### config.mk
export PLATFORM = sky130hd
export DESIGN_NAME = adaptive_gain_lowpass_top
export DESIGN_NICKNAME = d
export VERILOG_FILES = /design/src/hw/rtl/aglp_pkg.sv /design/src/hw/rtl/adaptive_gain_lowpass_top.sv
export SDC_FILE = /design/constraint.sdc
export NUM_CORES = 2
export LEC_CHECK = 0
export ABC_CLOCK_PERIOD_IN_PS = 29300
export BUFFER_PORTS_ARGS = -buffer_cell sky130_fd_sc_hd__buf_2
export CORE_AREA = 3 3 258 285
export DETAILED_ROUTE_END_ITERATION = 7
export DIE_AREA = 0 0 261 288
export PLACE_DENSITY = 0.57
export SETUP_SLACK_MARGIN = 0.15
export SYNTH_ARGS = -nofsm -noshare
export SYNTH_HDL_FRONTEND = slang
export SYNTH_SLANG_ARGS = --single-unit
### constraint.sdc
create_clock -name aclk -period 29.3 [get_ports aclk]
set_input_delay 5.86 -clock aclk [delete_from_list [all_inputs] [get_ports aclk]]
set_output_delay 5.86 -clock aclk [all_outputs]
set_load 0.02 [all_outputs]
### src/hw/rtl/aglp_pkg.sv
// Shared types and constants for the adaptive-gain low-pass filter.
// Holds the configuration register map, reset values and Q-format widths.
// No dependencies.
`default_nettype none

package aglp_pkg;

    // Q1.16 gain, one is 2**16.
    localparam int GAIN_BITS  = 17;
    localparam int FRAC_BITS  = 16;
    localparam int LEVEL_BITS = 32;
    localparam int COUNT_BITS = 9;
    localparam int THR_BITS   = 16;
    localparam int CTHR_BITS  = 8;
    localparam int BONUS_BITS = 4;

    localparam logic [GAIN_BITS-1:0] GAIN_ONE = 17'h10000;

    // Configuration write channel.
    localparam int CFG_INDEX_BITS = 3;
    localparam int CFG_DATA_BITS  = GAIN_BITS;

    typedef logic [CFG_INDEX_BITS-1:0] cfg_index_t;
    typedef logic [CFG_DATA_BITS-1:0]  cfg_data_t;
    typedef logic [GAIN_BITS-1:0]      gain_t;

    // Register map.
    localparam cfg_index_t REG_SLOW_GAIN       = 3'd0;
    localparam cfg_index_t REG_FAST_GAIN       = 3'd1;
    localparam cfg_index_t REG_STEP_THRESHOLD  = 3'd2;
    localparam cfg_index_t REG_COUNT_THRESHOLD = 3'd3;
    localparam cfg_index_t REG_BIG_STEP_BONUS  = 3'd4;

    // Reset values.
    localparam gain_t                 RST_SLOW_GAIN       = 17'd655;
    localparam gain_t                 RST_FAST_GAIN       = 17'd32768;
    localparam logic [THR_BITS-1:0]   RST_STEP_THRESHOLD  = 16'd10;
    localparam logic [CTHR_BITS-1:0]  RST_COUNT_THRESHOLD = 8'd50;
    localparam logic [BONUS_BITS-1:0] RST_BIG_STEP_BONUS  = 4'd5;

    // Gains above one are held at one.
    function automatic gain_t cap_gain(input gain_t g);
        cap_gain = (g > GAIN_ONE) ? GAIN_ONE : g;
    endfunction

endpackage

`default_nettype wire

### src/hw/rtl/adaptive_gain_lowpass_top.sv
// Adaptive-gain first-order low-pass filter, top level.
// Uses aglp_pkg for the register map, reset values and gain capping.
//
//   Channel   Direction  Handshake            Payload
//   s_        in         s_tvalid / s_tready  s_tdata: sample
//   m_        out        m_tvalid / m_tready  m_tdata: filtered_value (Q16.16)
//   cfg_      in         cfg_valid/cfg_ready  cfg_index, cfg_data
//
// One item per cycle is sustained while m_ is not stalled; each item passes
// through the input register and then the result register before it shows on
// m_. The filter recurrence (subtract, gain select, one multiply, round, add,
// saturate) is combinational and closes around the level register. Reset is
// synchronous on aresetn and restores the register defaults and a zero filter
// state. A stall on m_ holds the result register; one more item is still
// taken into the input register.
`default_nettype none

module adaptive_gain_lowpass_top #(
    parameter int SAMPLE_BITS = 16
) (
    input  wire                                       aclk,
    input  wire                                       aresetn,
    // Input stream.
    input  wire                                       s_tvalid,
    output logic                                      s_tready,
    input  wire  [((SAMPLE_BITS + 7) / 8) * 8 - 1:0]  s_tdata,   // [SAMPLE_BITS-1:0] sample
    // Result stream.
    output logic                                      m_tvalid,
    input  wire                                       m_tready,
    output logic [31:0]                               m_tdata,   // [31:0] filtered_value
    // Configuration writes.
    input  wire                                       cfg_valid,
    output logic                                      cfg_ready,
    input  wire  aglp_pkg::cfg_index_t                cfg_index,
    input  wire  aglp_pkg::cfg_data_t                 cfg_data
);
    import aglp_pkg::*;

    // Widths of the datapath.
    localparam int SHIFTED_BITS = SAMPLE_BITS + FRAC_BITS;
    localparam int DIFF_BITS    = ((SHIFTED_BITS > LEVEL_BITS) ? SHIFTED_BITS : LEVEL_BITS) + 1;
    localparam int PROD_BITS    = DIFF_BITS + GAIN_BITS + 1;
    localparam int SCALED_BITS  = PROD_BITS - FRAC_BITS;
    localparam int SUM_BITS     = SCALED_BITS + 1;

    // Configuration registers.
    gain_t                 slow_gain_reg;
    gain_t                 fast_gain_reg;
    logic [THR_BITS-1:0]   step_threshold_reg;
    logic [CTHR_BITS-1:0]  count_threshold_reg;
    logic [BONUS_BITS-1:0] big_step_bonus_reg;

    // Filter state.
    logic signed [LEVEL_BITS-1:0] filter_level_reg;
    gain_t                        active_gain_reg;
    logic [COUNT_BITS-1:0]        run_count_reg;
    logic                         rising_reg;

    // Pipeline registers.
    logic                          in_valid_reg;
    logic signed [SAMPLE_BITS-1:0] sample_reg;
    logic                          out_valid_reg;
    logic [LEVEL_BITS-1:0]         out_data_reg;

    // Datapath signals.
    logic                          advance;
    logic signed [DIFF_BITS-1:0]   diff;
    logic [DIFF_BITS-1:0]          diff_mag;
    logic [DIFF_BITS-1:0]          step_limit;
    logic                          rising_next;
    logic                          big_step;
    logic [COUNT_BITS-1:0]         run_count_bumped;
    logic [COUNT_BITS-1:0]         run_count_next;
    gain_t                         active_gain_next;
    logic signed [PROD_BITS-1:0]   product;
    logic signed [PROD_BITS-1:0]   product_rounded;
    logic signed [SCALED_BITS-1:0] scaled;
    logic signed [SUM_BITS-1:0]    level_sum;
    logic                          level_ovf;
    logic signed [LEVEL_BITS-1:0]  filter_level_next;

    // The input register moves forward when the result register is free or drains.
    assign advance   = in_valid_reg && (!out_valid_reg || m_tready);
    assign s_tready  = !in_valid_reg || advance;
    assign m_tvalid  = out_valid_reg;
    assign m_tdata   = out_data_reg;
    assign cfg_ready = 1'b1;

    // Difference between the new sample in Q16.16 and the current level.
    assign diff = $signed({{(DIFF_BITS - SHIFTED_BITS){sample_reg[SAMPLE_BITS-1]}},
                           sample_reg, {FRAC_BITS{1'b0}}})
                - $signed({{(DIFF_BITS - LEVEL_BITS){filter_level_reg[LEVEL_BITS-1]}},
                           filter_level_reg});

    assign diff_mag   = diff[DIFF_BITS-1] ? DIFF_BITS'(-diff) : DIFF_BITS'(diff);
    assign step_limit = {{(DIFF_BITS - THR_BITS - FRAC_BITS){1'b0}},
                         step_threshold_reg, {FRAC_BITS{1'b0}}};
    assign big_step   = diff_mag > step_limit;

    // Direction tracking; an unchanged value keeps the last direction.
    always_comb begin
        rising_next = rising_reg;
        if (diff[DIFF_BITS-1]) begin
            rising_next = 1'b0;
        end else if (diff != '0) begin
            rising_next = 1'b1;
        end
    end

    // Run counter and gain selection.
    assign run_count_bumped = run_count_reg + COUNT_BITS'(1)
                            + (big_step ? COUNT_BITS'(big_step_bonus_reg) : '0);

    always_comb begin
        run_count_next   = run_count_bumped;
        active_gain_next = active_gain_reg;
        if (rising_next != rising_reg) begin
            run_count_next   = '0;
            active_gain_next = cap_gain(slow_gain_reg);
        end else if (run_count_bumped > COUNT_BITS'(count_threshold_reg)) begin
            run_count_next   = '0;
            active_gain_next = cap_gain(fast_gain_reg);
        end
    end

    // Level update: round half up, then saturate to 32 bits.
    assign product         = $signed({1'b0, active_gain_next}) * diff;
    assign product_rounded = product + PROD_BITS'(32'sd32768);
    assign scaled          = SCALED_BITS'(product_rounded >>> FRAC_BITS);
    assign level_sum       = $signed({scaled[SCALED_BITS-1], scaled})
                           + $signed({{(SUM_BITS - LEVEL_BITS){filter_level_reg[LEVEL_BITS-1]}},
                                      filter_level_reg});
    assign level_ovf       = !((&level_sum[SUM_BITS-1:LEVEL_BITS-1])
                            || !(|level_sum[SUM_BITS-1:LEVEL_BITS-1]));

    always_comb begin
        filter_level_next = level_sum[LEVEL_BITS-1:0];
        if (level_ovf) begin
            filter_level_next = level_sum[SUM_BITS-1] ? {1'b1, {(LEVEL_BITS-1){1'b0}}}
                                                      : {1'b0, {(LEVEL_BITS-1){1'b1}}};
        end
    end

    // Configuration registers.
    always_ff @(posedge aclk) begin
        if (!aresetn) begin
            slow_gain_reg       <= RST_SLOW_GAIN;
            fast_gain_reg       <= RST_FAST_GAIN;
            step_threshold_reg  <= RST_STEP_THRESHOLD;
            count_threshold_reg <= RST_COUNT_THRESHOLD;
            big_step_bonus_reg  <= RST_BIG_STEP_BONUS;
        end else if (cfg_valid && cfg_ready) begin
            case (cfg_index)
                REG_SLOW_GAIN:       slow_gain_reg       <= cfg_data[GAIN_BITS-1:0];
                REG_FAST_GAIN:       fast_gain_reg       <= cfg_data[GAIN_BITS-1:0];
                REG_STEP_THRESHOLD:  step_threshold_reg  <= cfg_data[THR_BITS-1:0];
                REG_COUNT_THRESHOLD: count_threshold_reg <= cfg_data[CTHR_BITS-1:0];
                REG_BIG_STEP_BONUS:  big_step_bonus_reg  <= cfg_data[BONUS_BITS-1:0];
                default: ;
            endcase
        end
    end

    // Filter state and valid flags.
    always_ff @(posedge aclk) begin
        if (!aresetn) begin
            filter_level_reg <= '0;
            active_gain_reg  <= '0;
            run_count_reg    <= '0;
            rising_reg       <= 1'b0;
            in_valid_reg     <= 1'b0;
            out_valid_reg    <= 1'b0;
        end else begin
            if (s_tvalid && s_tready) begin
                in_valid_reg <= 1'b1;
            end else if (advance) begin
                in_valid_reg <= 1'b0;
            end
            if (advance) begin
                out_valid_reg    <= 1'b1;
                filter_level_reg <= filter_level_next;
                active_gain_reg  <= active_gain_next;
                run_count_reg    <= run_count_next;
                rising_reg       <= rising_next;
            end else if (m_tready) begin
                out_valid_reg <= 1'b0;
            end
        end
    end

    // Payload registers.
    always_ff @(posedge aclk) begin
        if (s_tvalid && s_tready) begin
            sample_reg <= s_tdata[SAMPLE_BITS-1:0];
        end
        if (advance) begin
            out_data_reg <= filter_level_next;
        end
    end

`ifndef NO_ASSERTIONS
    // The loaded gain never exceeds one.
    assert property (@(posedge aclk) disable iff (!aresetn) active_gain_reg <= GAIN_ONE)
        else $error("active gain above one");

    // The run counter is cleared before it can pass the largest threshold.
    assert property (@(posedge aclk) disable iff (!aresetn) !run_count_reg[COUNT_BITS-1])
        else $error("run counter out of range");

    // Input is refused only while an item sits in the input register.
    assert property (@(posedge aclk) disable iff (!aresetn) !s_tready |-> in_valid_reg)
        else $error("input stalled with empty input register");

    // An item that moves forward shows up as a result in the next cycle.
    assert property (@(posedge aclk) disable iff (!aresetn) advance |=> m_tvalid)
        else $error("advanced item lost");
`endif

endmodule

`default_nettype wire

==> metrics.md <==
| Metric | Value |
|---|---|
| Status | `finished clean` |
| Diodes inserted | `0` |
| Vias in the first global route | `24800` |
| CTS Buf Count | `17` |
| GP Congestion | `0.924` |
| Post-CTS Setup Bufs | `0` |
| TNS Setup | `0 ps` |
| Die area | `75200 sq um` |
| Initial antenna violation count | `1` |
| Routed length per instance | `20.2 um` |
| Crit start category | `flip-flop` |
| Net Count, Synth | `4364` |
| Syn Inst Count | `3550` |
| CP max stage cell | `o21a_1` |
| Worst path depth | `81` |
| Die height | `288 um` |
| Asr flop ratio synth | `0%` |
| Crit. End Element | `flip-flop` |
| Die extent in x | `261 um` |
| Global Route Usage Sum | `25.2%` |
| First-pass GRT wire length | `144000 um` |
| Unrepaired setup endpoints after global routing | `false` |
| Yosys warning count | `0` |
| Final worst path period share | `74.3%` |
| Port bufs | `74` |
| Rel. slew slack | `20.1%` |
| Synth cell types | `91` |
| Post-Syn Area | `30300 sq um` |
| Synth top area cells | `fa_1 35%, ha_1 9.7%, dfxtp_1 8.1%` |
| Fmax | `45.9 MHz` |
| Hold crit path type | `flip-flop to flip-flop` |
| Slowest stage delay, CP | `940 ps` |
| Main flop type after synthesis | `dfxtp_1` |
| DRC viols | `0` |
| Cell taking the most area after synthesis | `fa_1` |
| CTS tree | `yes` |
| Yosys reg bits | `171` |
| Fin crit period | `21780 ps` |
| Sequential-to-total area share from yosys stat | `12.9%` |
| First DRT Iteration DRCs | `1616` |
| H-tree Lvls | `4` |
| Commonest cells in the netlist | `656 x inv_1, 537 x fa_1, 455 x nand2_1` |
| Mean area per synthesized cell | `8.54 sq um` |
| Area Overhead vs Synth | `7.13%` |
| Most common cell in the netlist | `inv_1` |
| Worst r2r path cells | `81` |
| Worst Tran Pin Value | `1200 ps` |
| Rows | `102` |
| Worst Path Max Fanout | `23` |
| Post-DP HPWL | `71800 um` |
| Core ar. | `70600 sq um` |
| CTS Root Buffer Type | `clkbuf_16` |
| Hold depth | `2` |
| Clock transition at path regs | `70 ps` |
| Largest net degree at the start of global routing | `97` |
| CTS Buffer Depth | `2` |
| Antenna Nets Post-Route | `0` |
| Post-CTS resize count | `0` |
| CP Data Arrival Time | `22090 ps` |
| CTS hold repair buffers | `0` |
| Initial core utilization | `43.0%` |
| Fin. Hold Viols | `0` |
| Vias/cell | `5.31` |
| WP data required | `29620 ps` |
| Vias | `23900` |
| Max-slew violations | `0` |
| I/O pins | `76` |
| Crit path top cell by count | `o21a_1` |
| Number of synthesized flops with an enable pin | `48` |
| Layout cells sized above 1 | `6.91%` |
| Grt ovf | `0` |
| Skew final | `21.6 ps` |
| Max-Cap Viols | `0` |
| CP Buf/Inv Count | `8` |
| Crit Path Class | `flip-flop to flip-flop` |
| Final net count | `4362` |
| Clock sink count | `171` |
| First-pass DRT Iterations | `6` |
| Crit path max-delay family | `compound AO/OA/AOI/OAI gates` |
| Post-synth top area share | `35.4%` |
| DRT Wirelength | `90900 um` |
| Worst-skew pair later-pin latency | `460 ps` |
| Final setup vio count | `0` |
## through the flow
stage	utilization [%]	hold slack [ps]	area (sq um)	setup slack (ps)	cells
global placement	45.3	450	31900	8140	4465
global route	46.0	492	32500	6100	4497
finish	46.0	470	32500	7520	4497
CTS	46.0	473	32500	7700	4497
floorplan	-	433	30300	11140	3550
detailed placement	45.3	460	31900	7790	4465
## worst reg2reg max path, delay by kind of cell, from the launching register on
family          cells  cell delay, ps
xor+xnor            4            1370
compound gates     39            8630
simple gates       18            5130
buf+inv             8            1260
fa+ha+maj          12            4960
flops               1             300
## metal layers
metal | up-vias | track usage [%] | share of wire (%)
met5 | - | 0 | 0
met4 | 0 | 9.93 | 4.6
met3 | 176 | 3.52 | 5.7
met2 | 699 | 43.2 | 49
met1 | 12000 | 32.1 | 41
li1 | 11000 | - | -
## cells by family (layout without fill, tap and decap cells)
logic type,Yosys count,in the layout,synth area share (%)
AOI/OAI and AO/OA,457,457,9.96
DFF,171,171,12.9
buffers and inverters,821,832,10.3
xor gates and xnor gates,147,147,4.36
other,1,1,0.0124
muxes,6,6,0.198
adders and majority gates,773,773,45.2
and+or+nand+nor,1174,1174,17.1
## path summary, 6_finish.rpt
path / from / to / slack, ps
setup / recovery: filter_level_reg[0] / filter_level_reg[0] / 7520
hold / removal: step_threshold_reg[7] / step_threshold_reg[7] / 470
setup reg to reg: filter_level_reg[0] / filter_level_reg[0] / 7520
hold reg to reg: step_threshold_reg[7] / step_threshold_reg[7] / 470
## final cells by class
type,instances,area (sq um)
Fill cell,7026,38100
Multi-Input combinational cell,2558,23500
Sequential cell,171,3900
Inverter,657,2470
Tap cell,936,1170
Timing Repair Buffer,143,888
Clock buffer,20,457
Clock inverter,12,91.3
## placed cells by master (no fill, tap or decap), types with 6 or more instances in the layout
cell       count
inv_1        655
fa_1         537
nand2_1      455
nor2_1       439
ha_1         236
a21oi_1      125
dfxtp_1      123
xnor2_1       89
o21ai_0       77
buf_2         74
buf_4         69
nand3_1       50
xor2_1        49
a21boi_0      49
edfxtp_1      48
a21o_1        41
nand2b_1      32
nor3_1        27
and2_1        27
o21a_1        26
nor2b_1       24
a31oi_1       19
and3_1        18
clkbuf_16     17
nand4_1       16
nor4_1        16
o211a_1       15
or2_2         15
o21bai_1      11
o211ai_1      10
a41oi_1        9
nor3b_1        7
a31oi_4        7
and3b_1        6
mux2i_1        6
Power is not shown: default switching activity piles up to over one toggle a cycle in this logic, so the estimate is an artifact.
